===== src/hdl/box_blur_3x3_edge_normalized_assert.svh =====
// Assertion macros shared by the blur block's modules.
`ifndef BOX_BLUR_3X3_EDGE_NORMALIZED_ASSERT_SVH
`define BOX_BLUR_3X3_EDGE_NORMALIZED_ASSERT_SVH

// Condition must hold in the same cycle as the trigger.
`define BB3_ASSERT_NOW(label, clk, rst_n, ante, cons, msg) \
    label: assert property (@(posedge clk) disable iff (!rst_n) (ante) |-> (cons)) \
        else $error(msg);

// Condition must hold in the cycle after the trigger.
`define BB3_ASSERT_NEXT(label, clk, rst_n, ante, cons, msg) \
    label: assert property (@(posedge clk) disable iff (!rst_n) (ante) |=> (cons)) \
        else $error(msg);

`endif


===== src/hdl/bb3_pkg.sv =====
// Types, constants and helper functions of the 3x3 box blur.
package bb3_pkg;

    localparam int DEF_MAX_WIDTH  = 1024;
    localparam int DEF_MAX_HEIGHT = 4096;

    // Configuration port
    localparam int WIDTH_REG_W  = 11;
    localparam int HEIGHT_REG_W = 13;
    localparam int CFG_DATA_W   = 13;
    localparam int RESET_WIDTH  = 1024;
    localparam int RESET_HEIGHT = 1024;

    typedef enum logic [0:0] {
        REG_IMAGE_WIDTH  = 1'b0,
        REG_IMAGE_HEIGHT = 1'b1
    } reg_index_t;

    localparam logic ACT_DRAIN = 1'b1;

    // Datapath widths
    localparam int COUNT_W     = 4;
    localparam int SUM_W       = 12;
    localparam int N_W         = 13;
    localparam int RECIP_W     = 19;
    localparam int RECIP_SHIFT = 19;
    localparam int PROD_W      = 32;

    typedef struct packed {
        logic [7:0] red;
        logic [7:0] green;
        logic [7:0] blue;
    } rgb_t;

    typedef struct packed {
        logic       action;
        logic [7:0] red_in;
        logic [7:0] green_in;
        logic [7:0] blue_in;
    } in_word_t;

    typedef struct packed {
        logic [7:0] red_out;
        logic [7:0] green_out;
        logic [7:0] blue_out;
        logic       frame_end;
    } out_word_t;

    // One accepted word on its way through the line stores and window
    typedef struct packed {
        logic               valid;
        logic               emit;
        logic               wrap;
        logic [2:0]         col_mask;
        logic [2:0]         row_mask;
        logic [COUNT_W-1:0] count;
        logic [RECIP_W-1:0] recip;
        logic               frame_end;
        rgb_t               pixel;
    } item_t;

    // Rounded numerators waiting for the scaling multiply
    typedef struct packed {
        logic               valid;
        logic [N_W-1:0]     n_red;
        logic [N_W-1:0]     n_green;
        logic [N_W-1:0]     n_blue;
        logic [RECIP_W-1:0] recip;
        logic               frame_end;
    } scale_t;

    function automatic int addr_bits(int depth);
        return (depth > 1) ? $clog2(depth) : 1;
    endfunction

    function automatic logic [1:0] ones3(logic [2:0] m);
        return 2'(m[0]) + 2'(m[1]) + 2'(m[2]);
    endfunction

    // ceil(2^19 / (2*count)); exact floor division for numerators below 4600
    function automatic logic [RECIP_W-1:0] recip_of(logic [COUNT_W-1:0] count);
        logic [RECIP_W-1:0] r;
        case (count)
            4'd1:    r = 19'd262144;
            4'd2:    r = 19'd131072;
            4'd3:    r = 19'd87382;
            4'd4:    r = 19'd65536;
            4'd6:    r = 19'd43691;
            4'd9:    r = 19'd29128;
            default: r = 19'd262144;
        endcase
        return r;
    endfunction

endpackage


===== src/hdl/bb3_scale.sv =====
// Reciprocal multiply that rounds the means, and the output word register.
`include "box_blur_3x3_edge_normalized_assert.svh"

module bb3_scale
    import bb3_pkg::*;
(
    input  logic      clk,
    input  logic      rst_n,
    input  scale_t    stage,
    input  logic      out_ready,
    output logic      adv,
    output logic      out_valid,
    output out_word_t out_word
);

    logic [PROD_W-1:0] prod_red;
    logic [PROD_W-1:0] prod_green;
    logic [PROD_W-1:0] prod_blue;
    logic              out_valid_reg, out_valid_next;
    out_word_t         out_word_reg, out_word_next;

    // floor((2*sum + count) / (2*count)) by multiply and shift
    always_comb
    begin
        prod_red   = PROD_W'(stage.n_red) * PROD_W'(stage.recip);
        prod_green = PROD_W'(stage.n_green) * PROD_W'(stage.recip);
        prod_blue  = PROD_W'(stage.n_blue) * PROD_W'(stage.recip);
    end

    // Advance the pipeline whenever the output register is free or drains
    always_comb
    begin
        adv            = !out_valid_reg || out_ready;
        out_valid_next = out_valid_reg;
        out_word_next  = out_word_reg;
        if (adv)
        begin
            out_valid_next = stage.valid;
            if (stage.valid)
            begin
                out_word_next.red_out   = prod_red[RECIP_SHIFT +: 8];
                out_word_next.green_out = prod_green[RECIP_SHIFT +: 8];
                out_word_next.blue_out  = prod_blue[RECIP_SHIFT +: 8];
                out_word_next.frame_end = stage.frame_end;
            end
        end
    end

    always_ff @(posedge clk or negedge rst_n)
    begin
        if (!rst_n)
        begin
            out_valid_reg <= 1'b0;
            out_word_reg  <= '0;
        end
        else
        begin
            out_valid_reg <= out_valid_next;
            out_word_reg  <= out_word_next;
        end
    end

    assign out_valid = out_valid_reg;
    assign out_word  = out_word_reg;

    `BB3_ASSERT_NOW(a_mean_fits, clk, rst_n, stage.valid, (prod_red[PROD_W-1:RECIP_SHIFT+8] == '0) && (prod_green[PROD_W-1:RECIP_SHIFT+8] == '0) && (prod_blue[PROD_W-1:RECIP_SHIFT+8] == '0), "rounded mean exceeds 8 bits")

endmodule


===== config.mk =====
export PLATFORM = sky130hd
export DESIGN_NAME = bb3_scale
export DESIGN_NICKNAME = d
export VERILOG_FILES = /design/src/hdl/bb3_pkg.sv /design/src/hdl/bb3_scale.sv
export VERILOG_INCLUDE_DIRS = /design/src /design/src/hdl
export SDC_FILE = /design/constraint.sdc
export NUM_CORES = 1
export LEC_CHECK = 0
export BUFFER_PORTS_ARGS = -buffer_cell sky130_fd_sc_hd__buf_4
export CAP_MARGIN = 10
export CORE_UTILIZATION = 30
export DETAILED_ROUTE_END_ITERATION = 8
export PLACE_DENSITY = 0.42
export SYNTH_ARGS = -nofsm -noshare
export SYNTH_HDL_FRONTEND = slang
export SYNTH_SLANG_ARGS = --single-unit

===== constraint.sdc =====
create_clock -name clk -period 1.3 [get_ports clk]
set_input_delay 0.26 -clock clk [delete_from_list [all_inputs] [get_ports clk]]
set_output_delay 0.26 -clock clk [all_outputs]
set_load 0.01 [all_outputs]

Word-level counts from Yosys, hierarchy flattened
Index checks and enable logic that the tools add are counted.
{"block": "word_totals", "ff_bits": 26, "latchBits": 0, "mem_bits_rw": 0, "rom_bits": 0, "inputBits": 63, "out_inout_bits": 27, "memories": 0}
{"block": "op_classes", "add_sub_neg": 0, "n_mul": 3, "n_div": 0, "n_lt_le_gt_ge": 0, "eq_ne": 0, "shifts": 0, "muxes": 0, "bitwise": 0, "reduce_logical": 3}
{"op": "$mul A13 B19 Y27", "count": 3}
{"op": "$reduce_and A2 Y1", "count": 1}
{"op": "$logic_not A1 Y1", "count": 1}
{"op": "$logic_or A1 B1 Y1", "count": 1}

Logic depth before layout (Yosys ltp)
{"block": "depth", "word_depth": 3, "mapped_depth": 22, "depth_no_buf": 20}

Least setup slack after synthesis
No wires, ideal clock.
{"block": "synth_timing", "kind": "input -> register", "from": "input stage[37] (netlist name)", "to": "register out_word_reg (netlist bit out_word[16])", "setup_ns": 0.126, "arrival_ns": 5.194, "slack_ns": -4.020, "cell_stages": 20, "path_buffers": 2, "cell_sequence": "clkbuf_1 > clkbuf_1 > nand2_1 > fa_1 > fa_1 > inv_1 > fa_1 > fa_1 > inv_1 > fa_1 > inv_1 > ha_1 > a211oi_2 > o21ai_0 > a31oi_1 > a211oi_2 > o2111ai_2 > nand3_2 > o2111a_1 > a221o_1"}
{"block": "synth_via", "elab_chain_len": 1}
{"element": "from (decl)", "line_no": "bb3_scale.sv:9", "text": "input scale_t stage,"}
{"element": "$mul A13 B19 Y27", "line_no": "bb3_scale.sv:26", "text": "prod_green = PROD_W'(stage.n_green) * PROD_W'(stage.recip);"}
{"element": "to (signal assigned)", "line_no": "bb3_scale.sv:59", "text": "out_word_reg <= out_word_next;"}
{"element": "to (decl)", "line_no": "bb3_scale.sv:20", "text": "out_word_t out_word_reg, out_word_next;"}
Every way passes these cells.
A chain may end at the register's enable or synchronous reset.

Final worst setup path
{"block": "layout_timing", "from": "input stage[10] (netlist name)", "to": "register out_word_reg (netlist bit out_word[24])"}
{"block": "layout_via", "elab_chain_len": 1}
{"element": "$mul A13 B19 Y27", "line_no": "bb3_scale.sv:25", "text": "prod_red = PROD_W'(stage.n_red) * PROD_W'(stage.recip);"}
Every way passes these cells.

==> results.toml <==
[power_and_ir_drop]
power_density_nw_per_um2 = 2410
power.leakage_nw = 13.9
pwr-share-comb_pct = 96.1
p_sw_mw = 31.8
internal-power_mw = 34.4
peakVddDrop_mv = 2.10
pwr-share-clk_pct = 1.6
p_sw_share_pct = 48.1
p_seq_share_pct = 2.3

[detailed_routing]
via_per_inst = 4.41
wirelength_um = 59100
drc = 0
dr_total_vias = 16382
drtAntennaViolNets = 0
wire_per_inst_um = 15.9
drtIter0Drc = 538
dr.pass1.iters = 5

[clock_network]
clkLatencyLatePin_ns = 0.29
cts.htree.levels = 1
clkTransAtPathRegs_ns = 0.09
clockBufferDepth = 2
numCtsBuffers = 3
ctsRootBufferMaster = "clkbuf_16"
cts_tree = "built"
cts_sinks = 26

[timing]
slew_headroom_pct = 71.3
worst_slew_pin_slew_ns = 0.430
fin_crit_sh_pct = 390
fin_crit_ns = 5.07
max_freq_mhz = 197
fin_skew_ns = 0.00467
hold_violations = 0
rsz0062_at_grt = "true"
slew_viol_final = 0
timing.hold.ws_ns = 0.146
setup_ws_ns = -3.77
setup_viol = 24

[placed_design]
dp_slack_ns = -4.31
hpwl_um = 49000
port_buffers = 89
gp_congestion = 0.790

[synth]
synth_cell_types = 60
synth_area_um2 = 21500
synth.top_cell.area_share_pct = 49.7
ys_seq_area_share_pct = 3.02
ys_top_cells_by_area = "fa_1, inv_1, and2_1"
syn-num-nets = 3243
synth_top_area_cell = "fa_1"
synthFlopType = "dfrtp_1"
synth_edf_count = 0
synthCells = 2490
avgSynthCellArea_um2 = 8.64
yosysWarningCount = 0
synthArstFlopShare_pct = 100
ys_seq_elements = 26

[setup_path]
startpoint_type = "primary input"
worstSetupEndpointType = "flop"
crit_arrival_ns = 5.30
path_class = "in -> reg"
cp.required_ns = 1.53
rrSetupSlack_ns = -0.06
path_max_fanout = 7

[floorplan]
core_area_um2 = 70500
die_h_um = 270
io_pins = 90
dieArea_um2 = 72800
num_rows = 97
start_util_pct = 30.5
die_x_um = 270

[worst_hold_path]
hp-class = "in -> reg"

[cells_and_area]
nets = 3529
post-route-util_pct = 38.9
area_growth_pct = 27.5
fillCellCount = 7229
largest_reg_flops = 25
drive_gt1_share_pct = 22.7

[grt]
grt_max_degree = 27
gr-total-overflow = 0
grt_pass1_vias = 18247
track_usage_pct = 16.8
grt_first_pass_wirelength_um = 98100
antenna_found_initial = 0

[run]
maxCapViolations = 0

[outcome]
status = "finished with violations"
violations = "negative setup slack"
-- through the flow --
stage          instance area (µm²)  TNS (ns)  power (mW)  std cells
2_1_floorplan                22500    -81.29        36.3       2490
3_3_place_gp                 25400    -97.06        52.6       3645
3_5_place_dp                 25400    -97.36        53.1       3645
4_1_cts                      26900    -85.86        64.5       3694
5_1_grt                      27400    -90.00        74.5       3715
6_report                     27400    -85.42        66.2       3716
-- metal layers --
metal	share of wire (%)	global-route usage, %	routed length (µm)	up-vias
met2	48	28.3	28500	194
met1	48	24.5	28600	8536
li1	-	-	-	7634
met3	2.4	0.686	1400	18
met5	0	0	0	-
met4	0.94	2.35	555	0
-- layout by cell type (no fill, tap or decap), drive strengths merged, types with 3 or more instances in the layout --
cell | synthesis | routed
inv | 681 | 681
fa | 534 | 534
buf | 12 | 409
nand2 | 407 | 407
and2 | 336 | 336
ha | 156 | 156
xnor2 | 34 | 34
o21ai | 32 | 32
dfrtp | 26 | 26
a21oi | 19 | 19
nand3 | 14 | 14
nor2 | 12 | 12
nand4 | 11 | 11
a21o | 11 | 11
xor2 | 10 | 10
clkbuf | 124 | 8
a211oi | 7 | 7
nand2b | 6 | 6
nor3 | 6 | 6
a31oi | 6 | 6
o211ai | 4 | 4
o31ai | 4 | 4
a2111oi | 3 | 3
o21a | 3 | 3
-- synth_stat cells (all sizes together) (3+ instances only) --
library cell    n
inv           681
fa            534
nand2         407
and2          336
ha            156
clkbuf        124
xnor2          34
o21ai          32
dfrtp          26
a21oi          19
nand3          14
buf            12
nor2           12
a21o           11
nand4          11
xor2           10
a211oi          7
a31oi           6
nand2b          6
nor3            6
o211ai          4
o31ai           4
a2111oi         3
o21a            3
-- critical path, stage by stage --
cell and delay (ns):
buf_12 0.13, buf_8 0.13, and2_4 0.13, fa_1 0.54
inv_2 0.04, fa_1 0.50, inv_1 0.06, fa_1 0.48
fa_1 0.56, inv_2 0.04, fa_1 0.51, inv_2 0.05
ha_4 0.27, o21ai_2 0.06, nand2b_1 0.09, a21oi_2 0.05
o31a_1 0.32, nor3_4 0.39, nor4_2 0.08, or4_1 0.52
nand3_1 0.09
-- cells by family after synthesis --
logic type | share of synthesized area, %
buf+inv | 14.3
xor+xnor | 1.79
flops | 3.02
fa+ha+maj | 58.8
simple gates | 18.6
compound gates | 3.54
-- layout make-up --
type | instances | area [µm²] | area share (%)
Clock buffer | 3 | 75.1 | 0.274
Clock inverter | 1 | 30.0 | 0.109
Timing Repair Buffer | 417 | 4230 | 15.4
Tap cell | 940 | 1180 | 4.29
Multi-Input combinational cell | 1647 | 18700 | 68.2
Antenna cell | 1 | 2.50 | 0.00912
Sequential cell | 26 | 651 | 2.37
Inverter | 681 | 2560 | 9.32
-- power by group through the flow --
stage | sequential, mW | clock [mW] | combinational, mW
2_1_floorplan | 1.65 | 0 | 34.7
3_3_place_gp | 1.53 | 0 | 51.0
3_5_place_dp | 1.53 | 0 | 51.6
4_1_cts | 1.53 | 1.08 | 61.9
5_1_grt | 1.57 | 1.09 | 71.8
6_report | 1.52 | 1.03 | 63.7
-- what timing repair did --
item,in CTS,in global routing
gates resized for setup,241,70
hold endpoints to repair,26,0
setup buffers,40,23
gates cloned,5,4
hold buffers,1,0
pin swaps,104,72
setup endpoints to repair,25,26
-- worst paths after layout --
kind                        startpoint  cells past startpoint            to
setup / recovery             stage[10]                     21  out_word[24]
hold / removal                stage[0]                      3   out_word[0]
setup reg to reg             out_valid                      6  out_word[17]
hold reg to reg            out_word[0]                      2   out_word[0]
max in group asynchronous        rst_n                      2  out_word[21]
min in group asynchronous        rst_n                      2  out_word[11]
No activity file was read; power rests on OpenSTA's default activity.
