**src/hdl/box_blur_3x3_edge_normalized_assert.svh**
```systemverilog
// Assertion macros shared by the blur block's modules.
`ifndef BOX_BLUR_3X3_EDGE_NORMALIZED_ASSERT_SVH
`define BOX_BLUR_3X3_EDGE_NORMALIZED_ASSERT_SVH

// Condition must hold in the same cycle as the trigger.
`define BB3_ASSERT_NOW(label, clk, rst_n, ante, cons, msg) \
    label: assert property (@(posedge clk) disable iff (!rst_n) (ante) |-> (cons)) \
        else $error(msg);

// Condition must hold in the cycle after the trigger.
`define BB3_ASSERT_NEXT(label, clk, rst_n, ante, cons, msg) \
    label: assert property (@(posedge clk) disable iff (!rst_n) (ante) |=> (cons)) \
        else $error(msg);

`endif

```
**src/hdl/bb3_pkg.sv**
```systemverilog
// Types, constants and helper functions of the 3x3 box blur.
package bb3_pkg;

    localparam int DEF_MAX_WIDTH  = 1024;
    localparam int DEF_MAX_HEIGHT = 4096;

    // Configuration port
    localparam int WIDTH_REG_W  = 11;
    localparam int HEIGHT_REG_W = 13;
    localparam int CFG_DATA_W   = 13;
    localparam int RESET_WIDTH  = 1024;
    localparam int RESET_HEIGHT = 1024;

    typedef enum logic [0:0] {
        REG_IMAGE_WIDTH  = 1'b0,
        REG_IMAGE_HEIGHT = 1'b1
    } reg_index_t;

    localparam logic ACT_DRAIN = 1'b1;

    // Datapath widths
    localparam int COUNT_W     = 4;
    localparam int SUM_W       = 12;
    localparam int N_W         = 13;
    localparam int RECIP_W     = 19;
    localparam int RECIP_SHIFT = 19;
    localparam int PROD_W      = 32;

    typedef struct packed {
        logic [7:0] red;
        logic [7:0] green;
        logic [7:0] blue;
    } rgb_t;

    typedef struct packed {
        logic       action;
        logic [7:0] red_in;
        logic [7:0] green_in;
        logic [7:0] blue_in;
    } in_word_t;

    typedef struct packed {
        logic [7:0] red_out;
        logic [7:0] green_out;
        logic [7:0] blue_out;
        logic       frame_end;
    } out_word_t;

    // One accepted word on its way through the line stores and window
    typedef struct packed {
        logic               valid;
        logic               emit;
        logic               wrap;
        logic [2:0]         col_mask;
        logic [2:0]         row_mask;
        logic [COUNT_W-1:0] count;
        logic [RECIP_W-1:0] recip;
        logic               frame_end;
        rgb_t               pixel;
    } item_t;

    // Rounded numerators waiting for the scaling multiply
    typedef struct packed {
        logic               valid;
        logic [N_W-1:0]     n_red;
        logic [N_W-1:0]     n_green;
        logic [N_W-1:0]     n_blue;
        logic [RECIP_W-1:0] recip;
        logic               frame_end;
    } scale_t;

    function automatic int addr_bits(int depth);
        return (depth > 1) ? $clog2(depth) : 1;
    endfunction

    function automatic logic [1:0] ones3(logic [2:0] m);
        return 2'(m[0]) + 2'(m[1]) + 2'(m[2]);
    endfunction

    // ceil(2^19 / (2*count)); exact floor division for numerators below 4600
    function automatic logic [RECIP_W-1:0] recip_of(logic [COUNT_W-1:0] count);
        logic [RECIP_W-1:0] r;
        case (count)
            4'd1:    r = 19'd262144;
            4'd2:    r = 19'd131072;
            4'd3:    r = 19'd87382;
            4'd4:    r = 19'd65536;
            4'd6:    r = 19'd43691;
            4'd9:    r = 19'd29128;
            default: r = 19'd262144;
        endcase
        return r;
    endfunction

endpackage

```
**src/hdl/bb3_ctrl.sv**
```systemverilog
// Configuration registers, position counters and per-word edge decisions.
`include "box_blur_3x3_edge_normalized_assert.svh"

module bb3_ctrl
    import bb3_pkg::*;
#(
    parameter int MAX_WIDTH  = DEF_MAX_WIDTH,
    parameter int MAX_HEIGHT = DEF_MAX_HEIGHT
)
(
    input  logic                            clk,
    input  logic                            rst_n,
    input  logic                            cfg_we,
    input  reg_index_t                      cfg_index,
    input  logic [CFG_DATA_W-1:0]           cfg_data,
    input  logic                            in_valid,
    input  in_word_t                        in_word,
    input  logic                            adv,
    output logic                            in_ready,
    output logic                            rd_en,
    output logic [addr_bits(MAX_WIDTH)-1:0] rd_addr,
    output item_t                           item,
    output logic [addr_bits(MAX_WIDTH)-1:0] item_addr
);

    localparam int COL_W = addr_bits(MAX_WIDTH);
    localparam int ORW   = addr_bits(MAX_HEIGHT);
    localparam int IRW   = addr_bits(MAX_HEIGHT + 2);
    localparam int RST_W = (RESET_WIDTH > MAX_WIDTH) ? MAX_WIDTH : RESET_WIDTH;
    localparam int RST_H = (RESET_HEIGHT > MAX_HEIGHT) ? MAX_HEIGHT : RESET_HEIGHT;

    logic [COL_W-1:0] w_last_reg, w_last_next;
    logic [ORW-1:0]   h_last_reg, h_last_next;
    logic [COL_W-1:0] ic_reg, ic_next;
    logic [IRW-1:0]   ir_reg, ir_next;
    logic [COL_W-1:0] oc_reg, oc_next;
    logic [ORW-1:0]   orow_reg, orow_next;
    item_t            item_reg, item_next;
    logic [COL_W-1:0] addr_reg, addr_next;

    logic [WIDTH_REG_W-1:0]  wraw;
    logic [HEIGHT_REG_W-1:0] hraw;
    logic [COL_W-1:0]        w_clamp;
    logic [ORW-1:0]          h_clamp;
    logic                    accept;
    logic                    take;
    logic                    drop;
    logic                    emit;
    logic                    wrap;
    logic                    in_frame;
    logic                    col_last;
    logic                    row_last;
    logic                    frame_last;
    logic [2:0]              col_mask;
    logic [2:0]              row_mask;
    logic [COUNT_W-1:0]      count;

    // Clamp register writes to the supported frame size
    always_comb
    begin
        wraw = cfg_data[WIDTH_REG_W-1:0];
        hraw = cfg_data[HEIGHT_REG_W-1:0];
        if (wraw == '0)
            w_clamp = '0;
        else if (32'(wraw) > 32'(MAX_WIDTH))
            w_clamp = COL_W'(MAX_WIDTH - 1);
        else
            w_clamp = COL_W'(wraw - 1'b1);
        if (hraw == '0)
            h_clamp = '0;
        else if (32'(hraw) > 32'(MAX_HEIGHT))
            h_clamp = ORW'(MAX_HEIGHT - 1);
        else
            h_clamp = ORW'(hraw - 1'b1);
    end

    // Classify the offered word and pick the neighbourhood of the pixel it releases
    always_comb
    begin
        accept     = in_valid && adv;
        drop       = (in_word.action == ACT_DRAIN) && (ic_reg == '0) && (ir_reg == '0);
        take       = accept && !drop;
        in_frame   = ir_reg <= IRW'(h_last_reg);
        emit       = (ir_reg >= IRW'(2)) || ((ir_reg == IRW'(1)) && (ic_reg != '0));
        wrap       = ic_reg == '0;
        col_last   = oc_reg == w_last_reg;
        row_last   = orow_reg == h_last_reg;
        frame_last = col_last && row_last;
        if (wrap)
            col_mask = {1'b1, oc_reg != '0, 1'b0};
        else
            col_mask = {!col_last, 1'b1, oc_reg != '0};
        row_mask = {!row_last, 1'b1, orow_reg != '0};
        count    = COUNT_W'(ones3(col_mask)) * COUNT_W'(ones3(row_mask));
    end

    // Advance counters and load the next pipeline word
    always_comb
    begin
        w_last_next = w_last_reg;
        h_last_next = h_last_reg;
        ic_next     = ic_reg;
        ir_next     = ir_reg;
        oc_next     = oc_reg;
        orow_next   = orow_reg;
        item_next   = item_reg;
        addr_next   = addr_reg;

        if (take)
        begin
            if (emit)
            begin
                if (frame_last)
                begin
                    oc_next   = '0;
                    orow_next = '0;
                end
                else if (col_last)
                begin
                    oc_next   = '0;
                    orow_next = orow_reg + 1'b1;
                end
                else
                begin
                    oc_next = oc_reg + 1'b1;
                end
            end
            if (emit && frame_last)
            begin
                ic_next = '0;
                ir_next = '0;
            end
            else if (ic_reg == w_last_reg)
            begin
                ic_next = '0;
                ir_next = ir_reg + 1'b1;
            end
            else
            begin
                ic_next = ic_reg + 1'b1;
            end
        end

        if (adv)
        begin
            item_next.valid     = take;
            item_next.emit      = emit;
            item_next.wrap      = wrap;
            item_next.col_mask  = col_mask;
            item_next.row_mask  = row_mask;
            item_next.count     = count;
            item_next.recip     = recip_of(count);
            item_next.frame_end = frame_last;
            if ((in_word.action != ACT_DRAIN) && in_frame)
                item_next.pixel = {in_word.red_in, in_word.green_in, in_word.blue_in};
            else
                item_next.pixel = '0;
            addr_next = ic_reg;
        end

        // Any register write restarts the frame
        if (cfg_we)
        begin
            case (cfg_index)
                REG_IMAGE_WIDTH:  w_last_next = w_clamp;
                REG_IMAGE_HEIGHT: h_last_next = h_clamp;
                default:          w_last_next = w_last_reg;
            endcase
            ic_next   = '0;
            ir_next   = '0;
            oc_next   = '0;
            orow_next = '0;
        end
    end

    always_ff @(posedge clk or negedge rst_n)
    begin
        if (!rst_n)
        begin
            w_last_reg <= COL_W'(RST_W - 1);
            h_last_reg <= ORW'(RST_H - 1);
            ic_reg     <= '0;
            ir_reg     <= '0;
            oc_reg     <= '0;
            orow_reg   <= '0;
            item_reg   <= '0;
            addr_reg   <= '0;
        end
        else
        begin
            w_last_reg <= w_last_next;
            h_last_reg <= h_last_next;
            ic_reg     <= ic_next;
            ir_reg     <= ir_next;
            oc_reg     <= oc_next;
            orow_reg   <= orow_next;
            item_reg   <= item_next;
            addr_reg   <= addr_next;
        end
    end

    assign in_ready  = adv;
    assign rd_en     = take;
    assign rd_addr   = ic_reg;
    assign item      = item_reg;
    assign item_addr = addr_reg;

    `BB3_ASSERT_NOW(a_in_col_range, clk, rst_n, 1'b1, ic_reg <= w_last_reg, "input column past row end")
    `BB3_ASSERT_NOW(a_out_row_range, clk, rst_n, 1'b1, orow_reg <= h_last_reg, "output row past frame")
    `BB3_ASSERT_NEXT(a_frame_restart, clk, rst_n, take && emit && frame_last, (ic_reg == '0) && (ir_reg == '0) && (oc_reg == '0) && (orow_reg == '0), "frame end did not restart positions")

endmodule

```
**config.mk**
```make
export PLATFORM = sky130hd
export DESIGN_NAME = bb3_ctrl
export DESIGN_NICKNAME = d
export VERILOG_FILES = /design/src/hdl/bb3_pkg.sv /design/src/hdl/bb3_ctrl.sv
export VERILOG_INCLUDE_DIRS = /design/src /design/src/hdl
export SDC_FILE = /design/constraint.sdc
export NUM_CORES = 1
export LEC_CHECK = 0
export BUFFER_PORTS_ARGS = -buffer_cell sky130_fd_sc_hd__buf_2
export CORE_MARGIN = 2
export CORE_UTILIZATION = 35
export DETAILED_ROUTE_END_ITERATION = 7
export GPL_TIMING_DRIVEN = 0
export SETUP_SLACK_MARGIN = 0.3
export SYNTH_ARGS = -nofsm -noshare
export SYNTH_HDL_FRONTEND = slang
export SYNTH_SLANG_ARGS = --single-unit
```
**constraint.sdc**
```tcl
create_clock -name clk -period 4.1 [get_ports clk]
set_input_delay 0.82 -clock clk [delete_from_list [all_inputs] [get_ports clk]]
set_output_delay 0.82 -clock clk [all_outputs]
set_load 0.01 [all_outputs]
```
Word level (Yosys, flattened, before mapping)
Cells that the tools add are included.
{"block": "word_totals", "register_bits": 134, "elab_cells": 97, "output_inout_bits": 79, "in_bits": 44}
{"block": "op_classes", "n_reduce_logical": 28, "magnitude_cmp": 4, "bitwise_logic": 2, "mux": 25, "add_sub_neg": 10, "mul": 1, "eq_ne": 9}
{"cell": "2-to-1 mux 10 bit", "count": 11}
{"cell": "case mux 19 bit (5 select lines)", "count": 1}
{"cell": "2-to-1 mux 12 bit", "count": 7}
{"cell": "2-to-1 mux 13 bit", "count": 4}
{"cell": "logical NOT 13 bit", "count": 2}
{"cell": "2-to-1 mux 24 bit", "count": 1}
{"cell": "adder 10 x 1 -> 10 bit, second input constant", "count": 2}
{"cell": "== test 10 bit", "count": 2}
{"cell": "nonzero test 10 bit", "count": 2}
{"cell": "adder 13 x 1 -> 13 bit, second input constant", "count": 1}
{"cell": "== test 13 x 1 -> 1 bit, second input constant", "count": 1}
{"cell": "greater-or-equal comparator 13 x 2 -> 1 bit, second input constant", "count": 1}
{"cell": "> comparator 13 bit, second input constant", "count": 1}
{"cell": "less-or-equal comparator 13 x 12 -> 1 bit", "count": 1}
{"cell": "adder 12 x 1 -> 12 bit, second input constant", "count": 1}
{"cell": "== test 12 bit", "count": 1}
{"cell": "nonzero test 12 bit", "count": 1}
{"cell": "subtractor 12 x 1 -> 12 bit, second input constant", "count": 1}
{"cell": "> comparator 11 bit, second input constant", "count": 1}
{"cell": "logical NOT 11 bit", "count": 1}
{"cell": "logical NOT 10 bit", "count": 1}
{"cell": "subtractor 10 x 1 -> 10 bit, second input constant", "count": 1}
{"cell": "== test 4 x 2 -> 1 bit, second input constant", "count": 2}
{"cell": "== test 4 x 3 -> 1 bit, second input constant", "count": 2}
{"cell": "other kinds (14)", "count": 30}

Longest topological paths before layout
{"block": "logic_depth", "word_depth": 8, "depth_mapped": 13, "depth_no_buf": 13}

Worst setup path after synthesis
OpenSTA, ideal clock, no wires.
{"block": "synth_path", "kind": "flip-flop to flip-flop", "startpoint": "register w_last_reg[4]", "endpoint": "register item_reg (netlist bit item[26])", "n_path_buf": 1, "arrival_time_ps": 2970, "setup_ps": 134, "period_less_slack_ps": 3104, "path_slack_ps": 996, "t_required_ps": 3966, "path_stages_with_launch": 14, "cell_sequence": "dfstp_2 > xnor2_1 > nand4_1 > nor4_2 > buf_2 > nand2_1 > fa_1 > nor2b_1 > ha_1 > inv_1 > ha_1 > nand2_1 > a21boi_0 > o22ai_1"}
{"block": "synth_between", "elab_chain_cells": 7, "word_cells_on_any_way": 11, "cone_classes": "1 x add/sub; 1 x mul; 6 x eq/ne; 2 x mux; 1 x reduce/logical"}
{"element": "from (decl)", "line": "bb3_ctrl.sv:32", "text": "logic [COL_W-1:0] w_last_reg, w_last_next;"}
{"element": "from (signal assigned)", "line": "bb3_ctrl.sv:180", "text": "w_last_reg <= COL_W'(RST_W - 1);"}
{"element": "from (signal assigned)", "line": "bb3_ctrl.sv:191", "text": "w_last_reg <= w_last_next;"}
{"element": "== test 10 bit (*)", "line": "bb3_ctrl.sv:86", "text": "col_last = oc_reg == w_last_reg;"}
{"element": "logical NOT 1 bit (*)", "line": "bb3_ctrl.sv:92", "text": "col_mask = {!col_last, 1'b1, oc_reg != '0};"}
{"element": "2-to-1 mux 3 bit (*)", "line": "bb3_ctrl.sv:89", "text": "if (wrap)"}
{"element": "named net col_mask[2]", "line": "bb3_ctrl.sv:54", "text": "logic [2:0] col_mask;"}
{"element": "adder 2 x 1 -> 2 bit (*)", "line": "bb3_pkg.sv:77", "text": "return 2'(m[0]) + 2'(m[1]) + 2'(m[2]);"}
{"element": "multiplier 2 x 2 -> 4 bit (*)", "line": "bb3_ctrl.sv:94", "text": "count = COUNT_W'(ones3(col_mask)) * COUNT_W'(ones3(row_mask));"}
{"element": "named net count[2]", "line": "bb3_ctrl.sv:56", "text": "logic [COUNT_W-1:0] count;"}
{"element": "== test 4 bit, or another cell as far along", "line": "bb3_pkg.sv:83", "text": "case (count)"}
{"element": "case mux 19 bit (5 select lines) (*)", "line": "bb3_pkg.sv:83"}
{"element": "to (signal assigned)", "line": "bb3_ctrl.sv:197", "text": "item_reg <= item_next;"}
{"element": "to (decl)", "line": "bb3_ctrl.sv:38", "text": "item_t item_reg, item_next;"}
The timed path passes the listed nets; every way through them passes the cells marked *.
A chain may end at the register's enable or synchronous reset.

Worst setup path after layout
{"block": "layout_path", "startpoint": "register w_last_reg[5]", "endpoint": "register item_reg (netlist bit item[26])"}
The elaborated chain is that of the path after synthesis.

==> results.md <==
STA
* 0 — Final Max Tran Viols
* no — unrepaired setup endpoints after global routing
* 0 — endpoints failing hold
* 0 — number of failing setup endpoints in the final timing report
* 3.482 ns — Final Critical Period
* 84.93% — share of the clock period used by the worst path
* 0.6177 ns — worst-case setup margin in the final layout
* 0 ns — aggregate negative setup slack
* 39.03% — relative slew slack
* 0.9069 ns — slew at the pin with the worst max-slew slack
* 287.2 MHz — fmax
* 0.01330 ns — worst setup skew after layout

Pwr
* 465.4 mW/mm^2 — Power per Cell Area
* 0.2948 mV — worst voltage drop across the vdd grid
* 0.004059 uW — Leakage

Clocking
* 0.06 ns — clock-pin transition on the worst setup and hold timing paths
* 2 — buffer levels on the longest clock path
* built — clock tree from TritonCTS
* 0 — count of buffers added by post-CTS timing repair for setup
* clkbuf_16 — master cell of the clock root buffer
* 4 — Max H-tree Level
* 0.43 ns — Clk Latency, worst-skew pair
* 123 — clk sinks
* 17 — total CTS buffers

Routing
* 5.066 — Via density
* 304 — initial drt markers
* 7904 um — WL met2
* 0 — count of unresolved DRC violations after routing
* 756 um — total length of routed met3 wires
* 5831 — total number of vias
* 0 — post-route ant nets
* 8876 um — length of routed wiring on met1
* 15.45 um — average wire per standard cell
* 4 — length of the first detailed-routing pass in iterations
* 17790 um — drt total wl
* met4 — topmost layer with routed signal wires

Synthesis
* 9.663 um^2 — Avg Cell Area, Syn
* 43.87% — sequential cell area fraction in the yosys report
* 732 — synthesized instance count
* 100.0% — share of synthesized flip-flops with an asynchronous set or reset
* 806 — total nets after synthesis
* 63 — Yosys cell types
* 0.007073 mm^2 — post-synthesis instance area
* 0 — number of enable flip-flop cells after synthesis
* dfrtp_1 — leading register cell type out of synthesis
* 0 — count of yosys warnings during synthesis
* 123 — post-synthesis sequential element count

Setup path
* dfstp_2 — Critical-path top delay cell
* 0.59 ns — maximum single-stage delay on the critical path
* 4.38 ns — required time at the worst-slack endpoint
* flop — endpoint kind of the worst setup timing path
* flop to flop — Setup CP Type
* flop — critical path launch point type
* 3.76 ns — arrival time at the worst endpoint
* 2 — buffers and inverters on the worst path
* xnor2_1 -> nand4_1 -> nor4_2 -> buf_2 -> nand2_1 -> fa_1 -> nor2b_1 -> ha_1 -> inv_1 -> ha_1 -> nand2_1 -> a21boi_0 -> o22ai_1 — crit path cell chain
* adder cells — kind of cell with the highest combined delay on the critical path
* 10 — largest fanout on the critical path

Global routing
* 17.04% — overall global routing resource usage
* 0 — number of antenna violations at the first check in global routing
* 0 — GRT Residual Overflow
* 29330 um — global-route wire length before repair
* 5555 — number of global-route vias before repair
* 65 — maximum number of pins on one net before global-route repair

Floorplan
* 0.02136 mm^2 — die area
* 35.99% — Starting Density
* 0.01965 mm^2 — area inside the core boundary
* 146.2 um — Die Width
* 146.2 um — Die Ht
* 51 — FP Rows
* 123 — count of pins on the block boundary

Final layout
* 0.003467 mm^2 — area of the multi-input gates
* 26.86% — fraction of layout instances using a drive strength above 1
* 0.003103 mm^2 — register cell area after layout
* 21.85% — area growth from synthesis to layout
* 947 — final-stage net count
* 46 — Largest register FFs
* buf_2, dfrtp_1, nand2_1 — highest-count cells in the layout ignoring fill and taps
* 0 — number of inserted diodes
* buf_2 — commonest non-fill, non-tap cell in the layout
* 1973 — number of filler cells placed in the layout

Placement
* 121 — # port buffers
* 0.4329 ns — pre-CTS setup slack
* 0.8422 — weighted congestion reported at the end of routability-driven placement
* 13250 um — dpl hpwl

Hold path
* primary input to async pin — path category of the worst min-delay check

Run status
* completed — run status

Job
* 0 — max_cap viols

## through the flow
| stage | std cells | utilization [%] | hold slack [ns] | power [uW] | cell area (um^2) |
|---|---|---|---|---|---|
| floorplan | 732 | - | 0.4491 | 2201 | 7073 |
| global placement | 1118 | 40.76 | 0.4586 | 2565 | 8010 |
| detailed placement | 1119 | 40.93 | 0.4745 | 2583 | 8044 |
| CTS | 1151 | 43.82 | 0.3913 | 4047 | 8612 |
| global route | 1151 | 43.85 | 0.4012 | 4237 | 8618 |
| finish | 1151 | 43.85 | 0.3575 | 4011 | 8618 |
## synthesized netlist by cell type, drive strengths merged (4+ instances only)
master | number | area share [%]
and3 | 11 | 0.97
o311ai | 5 | 1.0
mux2 | 21 | 3.3
nand3 | 32 | 2.3
clkbuf | 22 | 1.2
dfrtp | 103 | 36
ha | 29 | 5.1
a21o | 20 | 2.1
dfstp | 20 | 7.4
xnor2 | 33 | 4.1
nor3b | 8 | 0.85
a31oi | 8 | 1.1
o22ai | 29 | 2.6
nor2b | 8 | 0.71
o21ai | 30 | 2.1
nand4 | 21 | 1.9
xor2 | 13 | 1.6
o21a | 4 | 0.42
nand2 | 74 | 4.0
inv | 67 | 3.6
a22o | 13 | 1.6
buf | 24 | 2.5
nand2b | 7 | 0.62
and4 | 4 | 0.50
o21bai | 5 | 0.53
or4 | 9 | 0.96
and2 | 4 | 0.35
nor4 | 11 | 1.5
nor2 | 30 | 1.6
o31ai | 5 | 0.67
a211oi | 8 | 0.85
a21oi | 20 | 1.4
nor3 | 8 | 0.64
## routing by layer
layer / global-route usage [%] / up-vias
met5: 0 / -
met4: 5.291 / 0
li1: - / 2871
met1: 24.27 / 2790
met3: 3.469 / 21
met2: 26.13 / 149
## cell families after synthesis
| family | after synthesis | share of synthesized area (%) |
|---|---|---|
| AND/OR/NAND/NOR | 242 | 18.42 |
| AO/OA/AOI/OAI | 155 | 15.78 |
| flip-flops | 123 | 43.87 |
| buffers and inverters | 113 | 7.200 |
| XOR/XNOR | 46 | 5.696 |
| adder cells (fa/ha/maj) | 31 | 5.555 |
| multiplexers | 22 | 3.485 |
## timing repair
action / CTS / global route
endpoints found under the setup margin: 0 / 5
hold buffers: 0 / 0
gates resized for setup: 0 / 1
## report_power, final
part	switching, uW	internal (uW)	total [uW]
Sequential	142	1390	1530
Clock	605	847	1450
Combinational	562	463	1030
Total	1310	2700	4010
## path summary, 6_finish.rpt
kind | start | end | slack, ns | cells past startpoint
worst max-delay path | w_last_reg[5] | item[26] | 0.62 | 13
worst min-delay path | rst_n | item[40] | 0.36 | 1
worst max register to register | w_last_reg[5] | item[26] | 0.62 | 13
worst min register to register | h_last_reg[0] | h_last_reg[0] | 0.49 | 2
max in group asynchronous | rst_n | item_addr[4] | 3.04 | 2
min in group clk | h_last_reg[0] | h_last_reg[0] | 0.49 | 2
## area by class of cell
| cell class | count | share of cell area, % |
|---|---|---|
| clock buffer | 18 | 4.980 |
| multi-input combinational | 496 | 40.23 |
| buffer | 46 | 2.991 |
| clock inverter | 14 | 1.611 |
| tap | 265 | 3.847 |
| timing repair buffer | 122 | 7.419 |
| inverter | 67 | 2.918 |
| sequential | 123 | 36.00 |
(Power assumes the default switching activity.)
